`config.mk`:
```
export PLATFORM = sky130hd
export DESIGN_NAME = dag_edge_store_topo_sort_core_flat
export DESIGN_NICKNAME = d
export VERILOG_FILES = /design/src/rtl/dagts_pkg.sv /design/src/rtl/dagts_if.sv /design/src/rtl/dag_edge_store_topo_sort_core.sv /design/src/flat_wrapper.sv
export SDC_FILE = /design/constraint.sdc
export NUM_CORES = 1
export LEC_CHECK = 0
export BUFFER_PORTS_ARGS = -buffer_cell sky130_fd_sc_hd__buf_2
export CAP_MARGIN = 20
export CORE_ASPECT_RATIO = 0.5
export CORE_MARGIN = 1.5
export CORE_UTILIZATION = 30
export DETAILED_ROUTE_END_ITERATION = 8
export PLACE_DENSITY = 0.43
export SKIP_LAST_GASP = 1
export SYNTH_ARGS = -nofsm -noshare
export SYNTH_HDL_FRONTEND = slang
export SYNTH_SLANG_ARGS = --single-unit
```
`constraint.sdc`:
```
create_clock -name i_clk -period 9.3 [get_ports i_clk]
set_clock_uncertainty 0.15 [all_clocks]
set_input_delay 1.86 -clock i_clk [delete_from_list [all_inputs] [get_ports i_clk]]
set_output_delay 1.86 -clock i_clk [all_outputs]
set_load 0.02 [all_outputs]
```
`src/rtl/dagts_pkg.sv`:
```
// package: action codes and shared types for the dag store
`timescale 1ns / 1ps
package dagts_pkg;
    localparam logic [2:0] ACT_ADD    = 3'd0;
    localparam logic [2:0] ACT_REMOVE = 3'd1;
    localparam logic [2:0] ACT_QEDGE  = 3'd2;
    localparam logic [2:0] ACT_QPATH  = 3'd3;
    localparam logic [2:0] ACT_SORT   = 3'd4;

    typedef struct packed {
        logic [2:0] action;
        logic [3:0] from_node;
        logic [3:0] to_node;
    } t_in_item;

    typedef struct packed {
        logic       status;
        logic       answer;
        logic [3:0] order_node;
        logic       last;
    } t_out_item;
endpackage

```
`src/rtl/dagts_if.sv`:
```
// valid/ready channel interfaces for input and result items
`timescale 1ns / 1ps
interface dagts_in_if;
    logic valid;
    logic ready;
    dagts_pkg::t_in_item data;
    modport source (output valid, output data, input ready);
    modport sink   (input valid, input data, output ready);
endinterface

interface dagts_out_if;
    logic valid;
    logic ready;
    dagts_pkg::t_out_item data;
    modport source (output valid, output data, input ready);
    modport sink   (input valid, input data, output ready);
endinterface

```
`src/rtl/dag_edge_store_topo_sort_core.sv`:
```
// top level: adjacency matrix store with reachability and kahn sort sequencer
`timescale 1ns / 1ps
// dag edge store with topological sort
// channels: in_ch (action, from_node, to_node) and out_ch (status, answer,
// order_node, last), both valid/ready; a transfer happens when both are high
// cfg: i_cfg_we / i_cfg_wdata write node_count; user: only while idle, not enforced
// one item at a time: in_ch.ready is high only in idle with the result register empty
// remove, edge query and rejects: the input is registered, decided in S_CHECK and
// loaded into the result register through S_OUT; the next input transfer can follow
// only after the result transfer, once the sequencer is back in idle
// add and path query: a check state, then passes over the MAX_NODES adjacency rows
// (one row at a time) until a pass adds nothing (up to about MAX_NODES passes),
// then the result is loaded through S_OUT
// sort: indegree counting over MAX_NODES columns (one column per cycle), queue fill
// over MAX_NODES rows, then per dequeued node a pop, a scan of its MAX_NODES-entry
// row and an emit, which outputs that node
// the row scan checks one adjacency entry and its indegree counter per cycle
// a stalled receiver holds the sequencer in its emit state, nothing is lost
// reset (synchronous, active low) clears the matrix (flip-flops), sets node_count
// to 16 and returns to idle
module dag_edge_store_topo_sort_core #(
    parameter int MAX_NODES = 16
) (
    input  logic       i_clk,
    input  logic       i_rst_n,
    input  logic       i_cfg_we,
    input  logic [4:0] i_cfg_wdata,
    dagts_in_if.sink   in_ch,
    dagts_out_if.source out_ch
);
    localparam int NB  = (MAX_NODES > 16) ? 16 : MAX_NODES;  // usable nodes
    localparam int IW  = $clog2(MAX_NODES);

    typedef enum logic [9:0] {
        S_IDLE  = 10'b0000000001,
        S_CHECK = 10'b0000000010,
        S_REACH = 10'b0000000100,
        S_DEG   = 10'b0000001000,
        S_FILL  = 10'b0000010000,
        S_POP   = 10'b0000100000,
        S_SCAN  = 10'b0001000000,
        S_EMIT  = 10'b0010000000,
        S_OUT   = 10'b0100000000,
        S_DONE  = 10'b1000000000
    } t_state;

    t_state r_state, n_state;
    logic [MAX_NODES-1:0] r_adj [MAX_NODES];
    logic [4:0]  r_ncfg;
    logic [2:0]  r_act;
    logic [3:0]  r_s, r_t;
    logic [MAX_NODES-1:0] r_vis, n_vis;
    logic        r_grew, n_grew;
    logic [IW-1:0] r_row, n_row;
    logic [4:0]  r_deg [MAX_NODES];
    logic [3:0]  r_q [16];
    logic [4:0]  r_head, n_head, r_tail, n_tail;
    logic [3:0]  r_x, n_x;
    logic        r_ovalid, n_ovalid;
    dagts_pkg::t_out_item r_odata, n_odata;
    logic        r_emitted, n_emitted;

    // array write strobes from the sequencer
    logic        w_adj_we, w_adj_val;
    logic        w_deg_we;
    logic [4:0]  w_deg_val;
    logic        w_q_we;

    // active node count, clamped
    logic [4:0] w_n;
    always_comb begin
        w_n = r_ncfg;
        if (w_n == 5'd0) w_n = 5'd1;
        if (w_n > 5'(NB)) w_n = 5'(NB);
    end

    logic w_valid;
    assign w_valid = ({1'b0, r_s} < w_n) && ({1'b0, r_t} < w_n);
    logic w_edge;
    assign w_edge = r_adj[IW'(r_s)][IW'(r_t)];
    logic [MAX_NODES-1:0] w_keep;
    always_comb begin
        for (int k = 0; k < MAX_NODES; k++) w_keep[k] = (k < 32'(w_n));
    end
    logic w_rowlast;
    assign w_rowlast = (r_row == IW'(MAX_NODES - 1));
    logic w_inrow;  // current row index within active set
    assign w_inrow = ({{(32-IW){1'b0}}, r_row} < 32'(w_n));

    // column r_row restricted to active rows
    logic [MAX_NODES-1:0] w_col;
    always_comb begin
        for (int k = 0; k < MAX_NODES; k++) w_col[k] = r_adj[k][r_row] & w_keep[k];
    end

    // reachability step for the current row; add walks all stored rows unmasked
    logic [MAX_NODES-1:0] w_reach_row;
    assign w_reach_row = r_adj[r_row] &
                         ((r_act == dagts_pkg::ACT_ADD) ? {MAX_NODES{1'b1}} : w_keep);
    logic w_grow;
    assign w_grow = r_vis[r_row] && (r_act == dagts_pkg::ACT_ADD || w_inrow)
                    && ((w_reach_row & ~r_vis) != '0);

    logic w_in_ready;
    assign w_in_ready = (r_state == S_IDLE) && !r_ovalid;
    logic w_take;
    assign w_take = in_ch.valid && w_in_ready;

    assign in_ch.ready  = w_in_ready;
    assign out_ch.valid = r_ovalid;
    assign out_ch.data  = r_odata;

    always_comb begin
        n_state   = r_state;
        n_vis     = r_vis;
        n_grew    = r_grew;
        n_row     = r_row;
        n_head    = r_head;
        n_tail    = r_tail;
        n_x       = r_x;
        n_odata   = r_odata;
        n_emitted = r_emitted;
        n_ovalid  = r_ovalid && !out_ch.ready;
        w_adj_we  = 1'b0;
        w_adj_val = 1'b0;
        w_deg_we  = 1'b0;
        w_deg_val = 5'd0;
        w_q_we    = 1'b0;
        case (r_state)
            S_IDLE: begin
                if (w_take) n_state = S_CHECK;
            end
            S_CHECK: begin
                n_odata = '{status: 1'b1, answer: 1'b0, order_node: 4'd0, last: 1'b1};
                n_state = S_OUT;
                n_row   = '0;
                n_grew  = 1'b0;
                case (r_act)
                    dagts_pkg::ACT_ADD: begin
                        if (w_valid && r_s != r_t) begin
                            if (w_edge) n_odata.status = 1'b0;
                            else begin
                                n_vis   = MAX_NODES'(1) << r_t;
                                n_state = S_REACH;
                            end
                        end
                    end
                    dagts_pkg::ACT_REMOVE: begin
                        if (w_valid && w_edge) begin
                            w_adj_we       = 1'b1;
                            w_adj_val      = 1'b0;
                            n_odata.status = 1'b0;
                        end
                    end
                    dagts_pkg::ACT_QEDGE: begin
                        if (w_valid) begin
                            n_odata.status = 1'b0;
                            n_odata.answer = w_edge;
                        end
                    end
                    dagts_pkg::ACT_QPATH: begin
                        if (w_valid) begin
                            n_vis   = MAX_NODES'(1) << r_s;
                            n_state = S_REACH;
                        end
                    end
                    dagts_pkg::ACT_SORT: begin
                        n_tail    = '0;
                        n_head    = '0;
                        n_emitted = 1'b0;
                        n_state   = S_DEG;
                    end
                    default: ;
                endcase
            end
            S_REACH: begin
                // one row per cycle, passes repeat until the set stops growing
                if (w_grow) begin
                    n_vis  = r_vis | w_reach_row;
                    n_grew = 1'b1;
                end
                n_row = r_row + 1'b1;
                if (w_rowlast) begin
                    if (r_grew || w_grow) begin
                        n_grew = 1'b0;
                        n_row  = '0;
                    end else begin
                        n_state = S_OUT;
                        if (r_act == dagts_pkg::ACT_ADD) begin
                            if (!r_vis[r_s]) begin
                                w_adj_we       = 1'b1;
                                w_adj_val      = 1'b1;
                                n_odata.status = 1'b0;
                            end
                        end else begin
                            n_odata.status = 1'b0;
                            n_odata.answer = r_vis[r_t];
                        end
                    end
                end
            end
            S_DEG: begin
                // indegree of column r_row over active rows
                w_deg_we  = 1'b1;
                w_deg_val = 5'($countones(w_col));
                n_row     = r_row + 1'b1;
                if (w_rowlast) begin
                    n_row   = '0;
                    n_state = S_FILL;
                end
            end
            S_FILL: begin
                if (w_inrow && r_deg[r_row] == 5'd0) begin
                    w_q_we = 1'b1;
                    n_tail = r_tail + 5'd1;
                end
                n_row = r_row + 1'b1;
                if (w_rowlast) n_state = S_POP;
            end
            S_POP: begin
                if (r_head == r_tail) begin
                    if (!r_emitted) begin
                        n_odata = '{status: 1'b1, answer: 1'b0,
                                    order_node: 4'd0, last: 1'b1};
                        n_state = S_OUT;
                    end else n_state = S_IDLE;
                end else begin
                    n_x     = r_q[r_head[3:0]];
                    n_head  = r_head + 5'd1;
                    n_row   = '0;
                    n_state = S_SCAN;
                end
            end
            S_SCAN: begin
                if (w_inrow && r_adj[IW'(r_x)][r_row] && r_deg[r_row] != 5'd0) begin
                    w_deg_we  = 1'b1;
                    w_deg_val = r_deg[r_row] - 5'd1;
                    if (r_deg[r_row] == 5'd1) begin
                        w_q_we = 1'b1;
                        n_tail = r_tail + 5'd1;
                    end
                end
                n_row = r_row + 1'b1;
                if (w_rowlast) n_state = S_EMIT;
            end
            S_EMIT: begin
                // queue now final for this node: last when it is empty
                if (!r_ovalid || out_ch.ready) begin
                    n_odata   = '{status: 1'b0, answer: 1'b0, order_node: r_x,
                                  last: (r_head == r_tail)};
                    n_ovalid  = 1'b1;
                    n_emitted = 1'b1;
                    n_state   = S_POP;
                end
            end
            S_OUT: begin
                if (!r_ovalid || out_ch.ready) begin
                    n_ovalid = 1'b1;
                    n_state  = S_DONE;
                end
            end
            S_DONE: begin
                n_state = S_IDLE;
            end
            default: n_state = S_IDLE;
        endcase
    end

    always_ff @(posedge i_clk) begin
        if (!i_rst_n) begin
            r_state  <= S_IDLE;
            r_ncfg   <= 5'd16;
            r_ovalid <= 1'b0;
            for (int k = 0; k < MAX_NODES; k++) r_adj[k] <= '0;
        end else begin
            if (i_cfg_we) r_ncfg <= i_cfg_wdata;
            if (w_take) begin
                r_act <= in_ch.data.action;
                r_s   <= in_ch.data.from_node;
                r_t   <= in_ch.data.to_node;
            end
            if (w_adj_we) r_adj[IW'(r_s)][IW'(r_t)] <= w_adj_val;
            r_state   <= n_state;
            r_vis     <= n_vis;
            r_grew    <= n_grew;
            r_row     <= n_row;
            r_head    <= n_head;
            r_tail    <= n_tail;
            r_x       <= n_x;
            r_odata   <= n_odata;
            r_emitted <= n_emitted;
            r_ovalid  <= n_ovalid;
        end
    end

    // scratch stores: indegree counters and node queue
    always_ff @(posedge i_clk) begin
        if (w_deg_we) r_deg[r_row] <= w_deg_val;
        if (w_q_we) r_q[r_tail[3:0]] <= 4'(r_row);
    end
endmodule

```
`src/flat_wrapper.sv`:
```
// flat-port wrapper written by rule: the top's interface ports become plain ports
module dag_edge_store_topo_sort_core_flat 
#(
    parameter int MAX_NODES = 16
)
  (i_clk, i_rst_n, i_cfg_we, i_cfg_wdata, in_ch_valid, in_ch_data, in_ch_ready, out_ch_valid, out_ch_data, out_ch_ready);
  dagts_in_if in_ch_i ();
  dagts_out_if out_ch_i ();
  input  logic i_clk;
  input  logic i_rst_n;
  input  logic i_cfg_we;
  input  logic [4:0] i_cfg_wdata;
  input wire logic [$bits(in_ch_i.valid)-1:0] in_ch_valid;
  input wire logic [$bits(in_ch_i.data)-1:0] in_ch_data;
  output wire logic [$bits(in_ch_i.ready)-1:0] in_ch_ready;
  output wire logic [$bits(out_ch_i.valid)-1:0] out_ch_valid;
  output wire logic [$bits(out_ch_i.data)-1:0] out_ch_data;
  input wire logic [$bits(out_ch_i.ready)-1:0] out_ch_ready;
  assign in_ch_i.valid = in_ch_valid;
  assign in_ch_i.data = in_ch_data;
  assign in_ch_ready = in_ch_i.ready;
  assign out_ch_valid = out_ch_i.valid;
  assign out_ch_data = out_ch_i.data;
  assign out_ch_i.ready = out_ch_ready;
  dag_edge_store_topo_sort_core #(.MAX_NODES(MAX_NODES)) u_core (.i_clk(i_clk), .i_rst_n(i_rst_n), .i_cfg_we(i_cfg_we), .i_cfg_wdata(i_cfg_wdata), .in_ch(in_ch_i), .out_ch(out_ch_i));
endmodule
```
==> summary by stage, run 1 <==
STA
Of the available clock period, the critical path in the final layout requires between 70% and 80%. The final hold violation count was 0. The final-report max-slew violation count is 0. The transition time of the tightest slew-check pin is 1.203 ns. The worst hold-check slack is 0.3678 ns. Setup repair after global routing left no endpoint under its margin. In this run the tightest slew margin relative to its limit is between 15 and 20%.

For this run, the top clock speed supported by timing is 0.1443 GHz. The summed negative setup slack over all endpoints is 0 ns. The count of final setup violators is 0. Once routing completed, OpenROAD measured the worst setup slack at approximately 2.4 ns.

The time the final worst path needs with I/O delays and setup is 6.932 ns.

Layout
The area growth from synthesis to layout is 10.80%. Cells fill 33.63% of the core in the end. After the last flow step, the layout net total stands at 2,699. The share of cells above drive strength 1 is between 20% and 30%.

The filler cell count in the final layout is between 10,000 and 15,000.

Setup path
The slowest cell on the critical path is sky130_fd_sc_hd__edfxtp_1. The setup slack on the worst flop-to-flop path is about 2.4 ns. Data on the critical path arrives at its endpoint at 7.06 ns. Data on the critical path is required at its endpoint by between 9 and 10 ns. The endpoint of the worst register-to-register path is u_core.r_deg[6][3]$_DFFE_PP_. The worst setup path is captured at a flop. The cell depth of the worst flop-to-flop path is 17. Among cell families on the critical path, the largest total delay comes from adder cells.

The number of cells on the critical path is 17. In this run the worst path has a maximum fanout of 43. The peak per-stage delay on the critical path is about 0.88 ns. The worst register-to-register path begins at u_core.r_row[0]$_DFFE_PP_. The worst setup path startpoint is u_core.r_row[0]$_DFFE_PP_.

The signal on the critical path passes through buf_12, mux4_2, mux4_2, and2_1, ha_1, inv_1, fa_1, inv_1, fa_1, fa_1, inv_1, fa_1, inv_1, ha_1, fa_1, xnor2_1, o32ai_2. By startpoint and endpoint, the worst setup path is classified as flop to flop. The cell repeated most along the worst path is sky130_fd_sc_hd__fa_1. The most critical setup path has its endpoint at u_core.r_deg[6][3]$_DFFE_PP_. The worst setup path is launched from a flop. The buffers plus inverters on the worst setup path is 5.

Placed design
The count of buffers from port buffering is 29. Timing analysis after detailed placement gives a worst setup slack of around 2.4 ns. The half-perimeter wire length after placement is 97.25 mm. The placer congestion estimate is 0.9843.

Floorplanning
In this run the vertical extent of the chip is 231.2 um. Once the floorplan was initialized, standard cells occupied 30.35% of the core. The die covers about 110,000 um2.

The die extent in x is 459.3 um. The total area inside the core boundary comes to 102,900 um2. The count of boundary I/O pins is 30. The floorplan has 83 rows.

Clock tree
The clock sink count is 478. No sink is reached through more buffers than the 3 on the longest clock path. The number of buffers added by the clock tree synthesis step is 50. The CTS tree is done.

The number of H-tree levels is 2. Clock-pin slew was measured on the worst setup and hold paths at 0.07 ns. The later pin in the worst-skew pair is clocked with a latency of 0.65 ns. The root buffer cell chosen for the clock tree is sky130_fd_sc_hd__clkbuf_16. The count of buffers added by post-CTS timing repair for setup is 0. The number of gates given a new drive strength after cts is 0.

The post-cts hold buffer count is 0.

Synthesis
Synthesis produced a netlist whose cell count is ~2,700. Counting flops with a built-in enable in the synthesized netlist gives 454. A synthesized cell averages 11.45 um2. The post-synthesis sequential area ratio is 45.19%. The post-synthesis register bit count is between 400 and 500. The fraction of registers with async set or reset after synthesis is 0%. Among all flip-flop cells after synthesis, the most frequent one is sky130_fd_sc_hd__edfxtp_1. The unique cell type count in the Yosys netlist is 73.

When the netlist entered floorplanning its net count stood at 2,794. The number of warnings issued by yosys is 0. The synthesized area is 31,230 um2.

Power
The leakage power figure is 10.86 nW. The maximum VDD drop is between 0.00009 and 0.0001 V. The power density of the placed cells is 153.7 nW/um2. The power after layout is 5.318 mW.

Drt
The final antenna-violating net count is 0. The via count of the routed design is 24,920. After the first detailed-routing iteration, the DRC count stood at between 3,000 and 4,000. The number of detailed-route iterations in the first pass is 7. The residual DRC count is 0. The total wirelength of the detailed-routed design is 138.4 mm. In the routed layout, each cell is associated on average with a via count of 6.114. In the final routed layout, each cell accounts on average for 33.95 um.

Global route
The first global-routing pass estimated 193.4 mm of wire. The number of antenna violations at the first check in global routing is 7. The final global-route overflow total is 0. Entering global routing, the biggest net connects 150 pins. Global routing consumed, over all layers together, between 20% and 30% of the routing resources.

The number of global-route vias before repair is 23,517.

Hold path
The type of the most critical hold path is flop to flop. Along the worst hold path, the cell count comes to 2.

Flow run
The tool flagged a number of max-cap violations equal to 0.

Run status
The flow ran to the end, and the final reports show no timing, DRC or antenna violations.
logic make-up after synthesis:
logic type | after synthesis | synth area share (%)
compound gates | 490 | 9.158
xor+xnor | 20 | 0.5608
fa+ha+maj | 44 | 2.027
buf+inv | 310 | 4.306
flops | 478 | 45.19
mux | 436 | 25.66
simple gates | 951 | 13.10
synth_stat cells (14+ instances only):
cell type	count	area [um2]
sky130_fd_sc_hd__a21oi_1	41	205.2
sky130_fd_sc_hd__a22oi_1	23	172.7
sky130_fd_sc_hd__and2_1	18	112.6
sky130_fd_sc_hd__and3_1	23	143.9
sky130_fd_sc_hd__buf_1	24	90.09
sky130_fd_sc_hd__buf_2	38	190.2
sky130_fd_sc_hd__buf_4	20	150.1
sky130_fd_sc_hd__clkbuf_1	157	589.3
sky130_fd_sc_hd__clkbuf_2	23	115.1
sky130_fd_sc_hd__dfxtp_1	24	480.5
sky130_fd_sc_hd__edfxtp_1	454	13630
sky130_fd_sc_hd__ha_1	33	412.9
sky130_fd_sc_hd__inv_1	43	161.4
sky130_fd_sc_hd__mux2_2	18	202.7
sky130_fd_sc_hd__mux2i_1	128	1281
sky130_fd_sc_hd__mux4_2	290	6531
sky130_fd_sc_hd__nand2_1	361	1355
sky130_fd_sc_hd__nand2b_1	20	125.1
sky130_fd_sc_hd__nand3_1	36	180.2
sky130_fd_sc_hd__nand4_1	14	87.58
sky130_fd_sc_hd__nor2_1	370	1389
sky130_fd_sc_hd__nor2b_1	29	181.4
sky130_fd_sc_hd__nor3_1	31	155.2
sky130_fd_sc_hd__o21ai_0	240	1201
sky130_fd_sc_hd__o21ai_1	57	285.3
sky130_fd_sc_hd__o22ai_1	32	200.2
sequential cells by signal, summed over array words and instances (netlist names), 5 cells and up, named ones only:
signal / count
u_core.out_ch.data: 7
u_core.r_q: 64
u_core.r_tail: 5
u_core.r_adj: 256
u_core.r_state: 10
u_core.r_head: 5
u_core.r_ncfg: 5
u_core.r_deg: 80
u_core.r_vis: 16
final cells by class:
| cell class | count | area [um2] | share of cell area [%] |
|---|---|---|---|
| Antenna cell | 2 | 5.005 | 0.01446 |
| Clock buffer | 59 | 1285 | 3.713 |
| Clock inverter | 31 | 382.9 | 1.106 |
| Inverter | 44 | 165.2 | 0.4772 |
| Multi-Input combinational cell | 1941 | 15930 | 46.02 |
| Sequential cell | 478 | 14130 | 40.83 |
| Tap cell | 1402 | 1754 | 5.069 |
| Timing Repair Buffer | 119 | 958.4 | 2.769 |
layout by cell type, fill, tap and decap left out, types with 36 or more instances in the layout:
cell                          n
sky130_fd_sc_hd__a21oi_1     41
sky130_fd_sc_hd__buf_4       78
sky130_fd_sc_hd__clkbuf_16   50
sky130_fd_sc_hd__edfxtp_1   454
sky130_fd_sc_hd__inv_1       43
sky130_fd_sc_hd__mux2i_1    128
sky130_fd_sc_hd__mux4_2     290
sky130_fd_sc_hd__nand2_1    361
sky130_fd_sc_hd__nand3_1     36
sky130_fd_sc_hd__nor2_1     360
sky130_fd_sc_hd__o21ai_0    240
sky130_fd_sc_hd__o21ai_1     57
stage by stage:
step / cells / area (um2)
CTS: 4065 / 34480
finish: 4076 / 34610
detailed placement: 3975 / 32810
global route: 4074 / 34600
floorplan: 2729 / 31230
global placement: 3970 / 32750
worst register-to-register path, stage by stage (launching register included):
cell	delay [ns]
sky130_fd_sc_hd__edfxtp_1	0.88
sky130_fd_sc_hd__buf_12	0.36
sky130_fd_sc_hd__mux4_2	0.67
sky130_fd_sc_hd__mux4_2	0.49
sky130_fd_sc_hd__and2_1	0.17
sky130_fd_sc_hd__ha_1	0.27
sky130_fd_sc_hd__inv_1	0.05
sky130_fd_sc_hd__fa_1	0.54
sky130_fd_sc_hd__inv_1	0.10
sky130_fd_sc_hd__fa_1	0.45
sky130_fd_sc_hd__fa_1	0.53
sky130_fd_sc_hd__inv_1	0.07
sky130_fd_sc_hd__fa_1	0.52
sky130_fd_sc_hd__inv_1	0.05
sky130_fd_sc_hd__ha_1	0.22
sky130_fd_sc_hd__fa_1	0.38
sky130_fd_sc_hd__xnor2_1	0.16
sky130_fd_sc_hd__o32ai_2	0.52
report_power, final:
part / internal [mW] / switching [mW] / leakage [nW] / total, mW
Sequential: 2.39 / 0.115 / 4.51 / 2.51
Combinational: 0.260 / 0.405 / 5.56 / 0.665
Clock: 1.19 / 0.955 / 0.788 / 2.15
how the worst min path moves through the flow:
stage | startpoint | endpoint | slack [ns]
final | u_core.r_state[6]$_SDFFE_PN0P_ | u_core.r_state[6]$_SDFFE_PN0P_ | 0.37
after floorplan | u_core.r_state[6]$_SDFFE_PN0P_ | u_core.r_state[6]$_SDFFE_PN0P_ | 0.32
after detailed placement | u_core.r_state[6]$_SDFFE_PN0P_ | u_core.r_state[6]$_SDFFE_PN0P_ | 0.36
after global routing | u_core.r_state[6]$_SDFFE_PN0P_ | u_core.r_state[6]$_SDFFE_PN0P_ | 0.40
after global placement | u_core.r_state[6]$_SDFFE_PN0P_ | u_core.r_state[6]$_SDFFE_PN0P_ | 0.35
after CTS | u_core.r_state[6]$_SDFFE_PN0P_ | u_core.r_state[6]$_SDFFE_PN0P_ | 0.36
layer usage:
layer / vias up / global-route usage (%) / share of wire, %
met5: - / 0 / 0.020
met4: 4 / 6.571 / 2.7
met3: 210 / 6.064 / 9.7
met2: 1439 / 38.37 / 43
met1: 13134 / 37.29 / 44
li1: 10133 / - / -
(Power assumes the default switching activity.)
==> run 2: changes to the inputs <==
- clock period: 9.3 -> 6.85 ns (I/O delays scaled with it)
==> run 2 against run 1 <==
Compared with the run above:
- non-clock buffer count rose by 39
- die area did not move
- via count rose by 0.77%
- wire length rose by 2.0%
- register-to-register slack got worse by 2.0 ns
- hold slack improved by 0.026 ns
- largest cell class unchanged
- largest power group unchanged
==> summary by stage, run 2 (synthesis gave the netlist of run 1 again) <==
Floorplanning
After floorplanning, the core was divided into between 80 and 90 placement rows. The count of boundary I/O pins is 30. Measured along the y axis, the die boundary spans between 200 and 250 um.

Measured along the x axis, the die boundary spans 459.3 um. The area enclosed by the die boundary is 106,200 um2. For this configuration, the core starts out at a cell density of 30.35%. The standard cell core area is ~100,000 um2.

Setup path
For the worst setup path, the data arrival time is 6.61 ns. For this design, the slowest cell found on the critical path is sky130_fd_sc_hd__mux4_2. For the worst flop-to-flop path, the logic depth is 17. The peak per-stage delay on the critical path is 0.60 ns. The cell repeated most along the worst path is sky130_fd_sc_hd__fa_1. The worst setup path is of the flop to flop kind. The endpoint type of the worst setup path is a flop. At the worst endpoint, the required time is 6.98 ns. The worst setup path is launched from a flop. The peak fanout along the critical path is 38.

Traced cell by cell, the critical path runs through buf_12, mux4_2, mux4_2, and2_1, ha_1, inv_1, fa_1, inv_1, fa_1, fa_1, inv_1, fa_1, inv_1, ha_1, fa_1, xnor2_1, o32ai_2. The setup check on the worst reg-to-reg path leaves a slack of 0.37 ns.

Clock tree
The clock passes through at most 3 buffers. TritonCTS built the clock tree. Clock tree synthesis selected as its root buffer the cell sky130_fd_sc_hd__clkbuf_16.

The number of gates given a new drive strength after cts is 0. Clock-pin slew was measured on the worst setup and hold paths at 0.07 ns. The number of buffers added by the clock tree synthesis step is 50. Clock tree synthesis found a total of 478 sinks. The number of H-tree levels is 2. The clock latency on the worst-skew pair is around 0.64 ns. For this design, the CTS-stage hold fixing added 0 buffers.

The count of buffers added by post-CTS timing repair for setup is 0.

STA
Setup repair after global routing left no endpoint under its margin. The worst slew margin relative to its limit is 18.07%. After layout, the minimum clock period comes to 6.481 ns.

Timing would allow up to approximately 0.15 GHz. The final hold violation count came to 0. The summed negative setup slack over all endpoints is 0 ns. The count of final setup violators is 0.

The ratio of final minimum period to clock period is 94.62%. At the pin with the least slew margin, the transition time is 1.228 ns. The final-report max-slew violation count is 0. The worst hold-check slack is 0.3934 ns.

Drt
The initial DRC count is between 3,000 and 4,000. The number of detailed-route iterations in the first pass is 5. After detailed routing, the number of remaining DRC violations is 0.

For this block, the routed nets add up to 141.2 mm of wire. In the final routed layout, each cell accounts on average for 34.29 um. In this run the remaining antenna-violating nets after routing total 0. For this block, the via count after detailed routing is 25,113. The routed via count divided by cell count is approximately 6.1.

Global route
Entering global routing, the biggest net connects between 100 and 150 pins. The number of global-route vias before repair was about 24,000. The number of antenna violations at the first check in global routing is 9. The final global-route overflow total is 0. The wire length of the first global-routing pass is 197.1 mm. The aggregate global-route resource usage is 26.35%.

Layout
Cells with a size suffix above 1 make up 21.89% of the layout. The library cell used most frequently in the layout, excluding fill and tap cells, is sky130_fd_sc_hd__edfxtp_1. The top cell types in the final layout, fill and taps aside, are sky130_fd_sc_hd__edfxtp_1, sky130_fd_sc_hd__nor2_1, sky130_fd_sc_hd__nand2_1. Leaving out filler cells and counting taps, the final layout contains 4,118. Relative to the synthesized area, the layout overhead comes to 11.77%.

The register with the most flip-flops in the layout has 256 of them. The largest register by flop count is u_core.r_adj. The filler cell count in the final layout is about 10,000. The storage element area is 14,130 um2. The footprint of the multi-input gates is 15,900 um2. The count of nets after finishing is 2,738.

Hold path
The tightest min-delay check is of the flop to flop type. The worst hold path was traced through 2 stages.

Flow run
Max-cap violations in this run came to 0.

Run status
The run finished with clean final reports.

Placed design
The count of buffers from port buffering is 29. Counting tap cells, the placed design contains a total of 4,018 instances. The half-perimeter wire length after placement is 101.1 mm. The placer congestion estimate is a little under 1.

Power
The analysis attributes to cell leakage a power of approximately 11 nW. The maximum VDD drop is ~0.00015 V. Power spread over the standard cell area amounts to just over 200 nW/um2.
==> run 2: critical path, delay by kind of cell (launching register included) <==
kind                       cells  cell delay (ns)
adders and majority gates      7             2.92
DFF                            1             0.46
and+or+nand+nor                1             0.17
muxes                          2             1.06
xor gates and xnor gates       1             0.16
AOI/OAI and AO/OA              1             0.54
buffers and inverters          5             0.61
==> run 2: path summary, 6_finish.rpt <==
check | startpoint | endpoint
hold / removal | u_core.r_state[6]$_SDFFE_PN0P_ | u_core.r_state[6]$_SDFFE_PN0P_
hold reg to reg | u_core.r_state[6]$_SDFFE_PN0P_ | u_core.r_state[6]$_SDFFE_PN0P_
setup / recovery | u_core.r_row[0]$_DFFE_PP_ | u_core.r_deg[3][3]$_DFFE_PP_
setup reg to reg | u_core.r_row[0]$_DFFE_PP_ | u_core.r_deg[3][3]$_DFFE_PP_
==> run 2: layout make-up <==
class	count	area share, %
clock buffer	69	4.082
sequential	478	40.48
inverter	44	0.4731
timing repair buffer	158	3.738
tap	1402	5.025
antenna	2	0.01434
clock inverter	24	0.6380
multi-input combinational	1941	45.55
==> run 2: power by group <==
part,switching (mW),internal (mW)
Clock,1.26,1.58
Combinational,0.573,0.365
Sequential,0.153,3.25
==> run 2: metal layers <==
layer | wire length [um] | track usage (%) | share of wire [%] | vias to the layer above
li1 | - | - | - | 10210
met1 | 61190 | 38.14 | 43 | 13105
met2 | 59520 | 38.33 | 42 | 1540
met3 | 15510 | 6.814 | 11 | 248
met4 | 4902 | 8.206 | 3.5 | 10
met5 | 65 | 0 | 0.046 | -
==> run 2: through the flow <==
step | area (um2) | util, % | setup WS, ns | power, mW
final | 34910 | 33.92 | 0.3685 | 7.175
after floorplan | 31240 | - | 0.1809 | 3.957
after CTS | 34840 | 33.85 | 0.4062 | 7.185
after global routing | 34900 | 33.92 | 0.05684 | 7.379
after global placement | 33170 | 32.23 | 0.4858 | 4.363
after detailed placement | 33190 | 32.25 | 0.4619 | 4.357
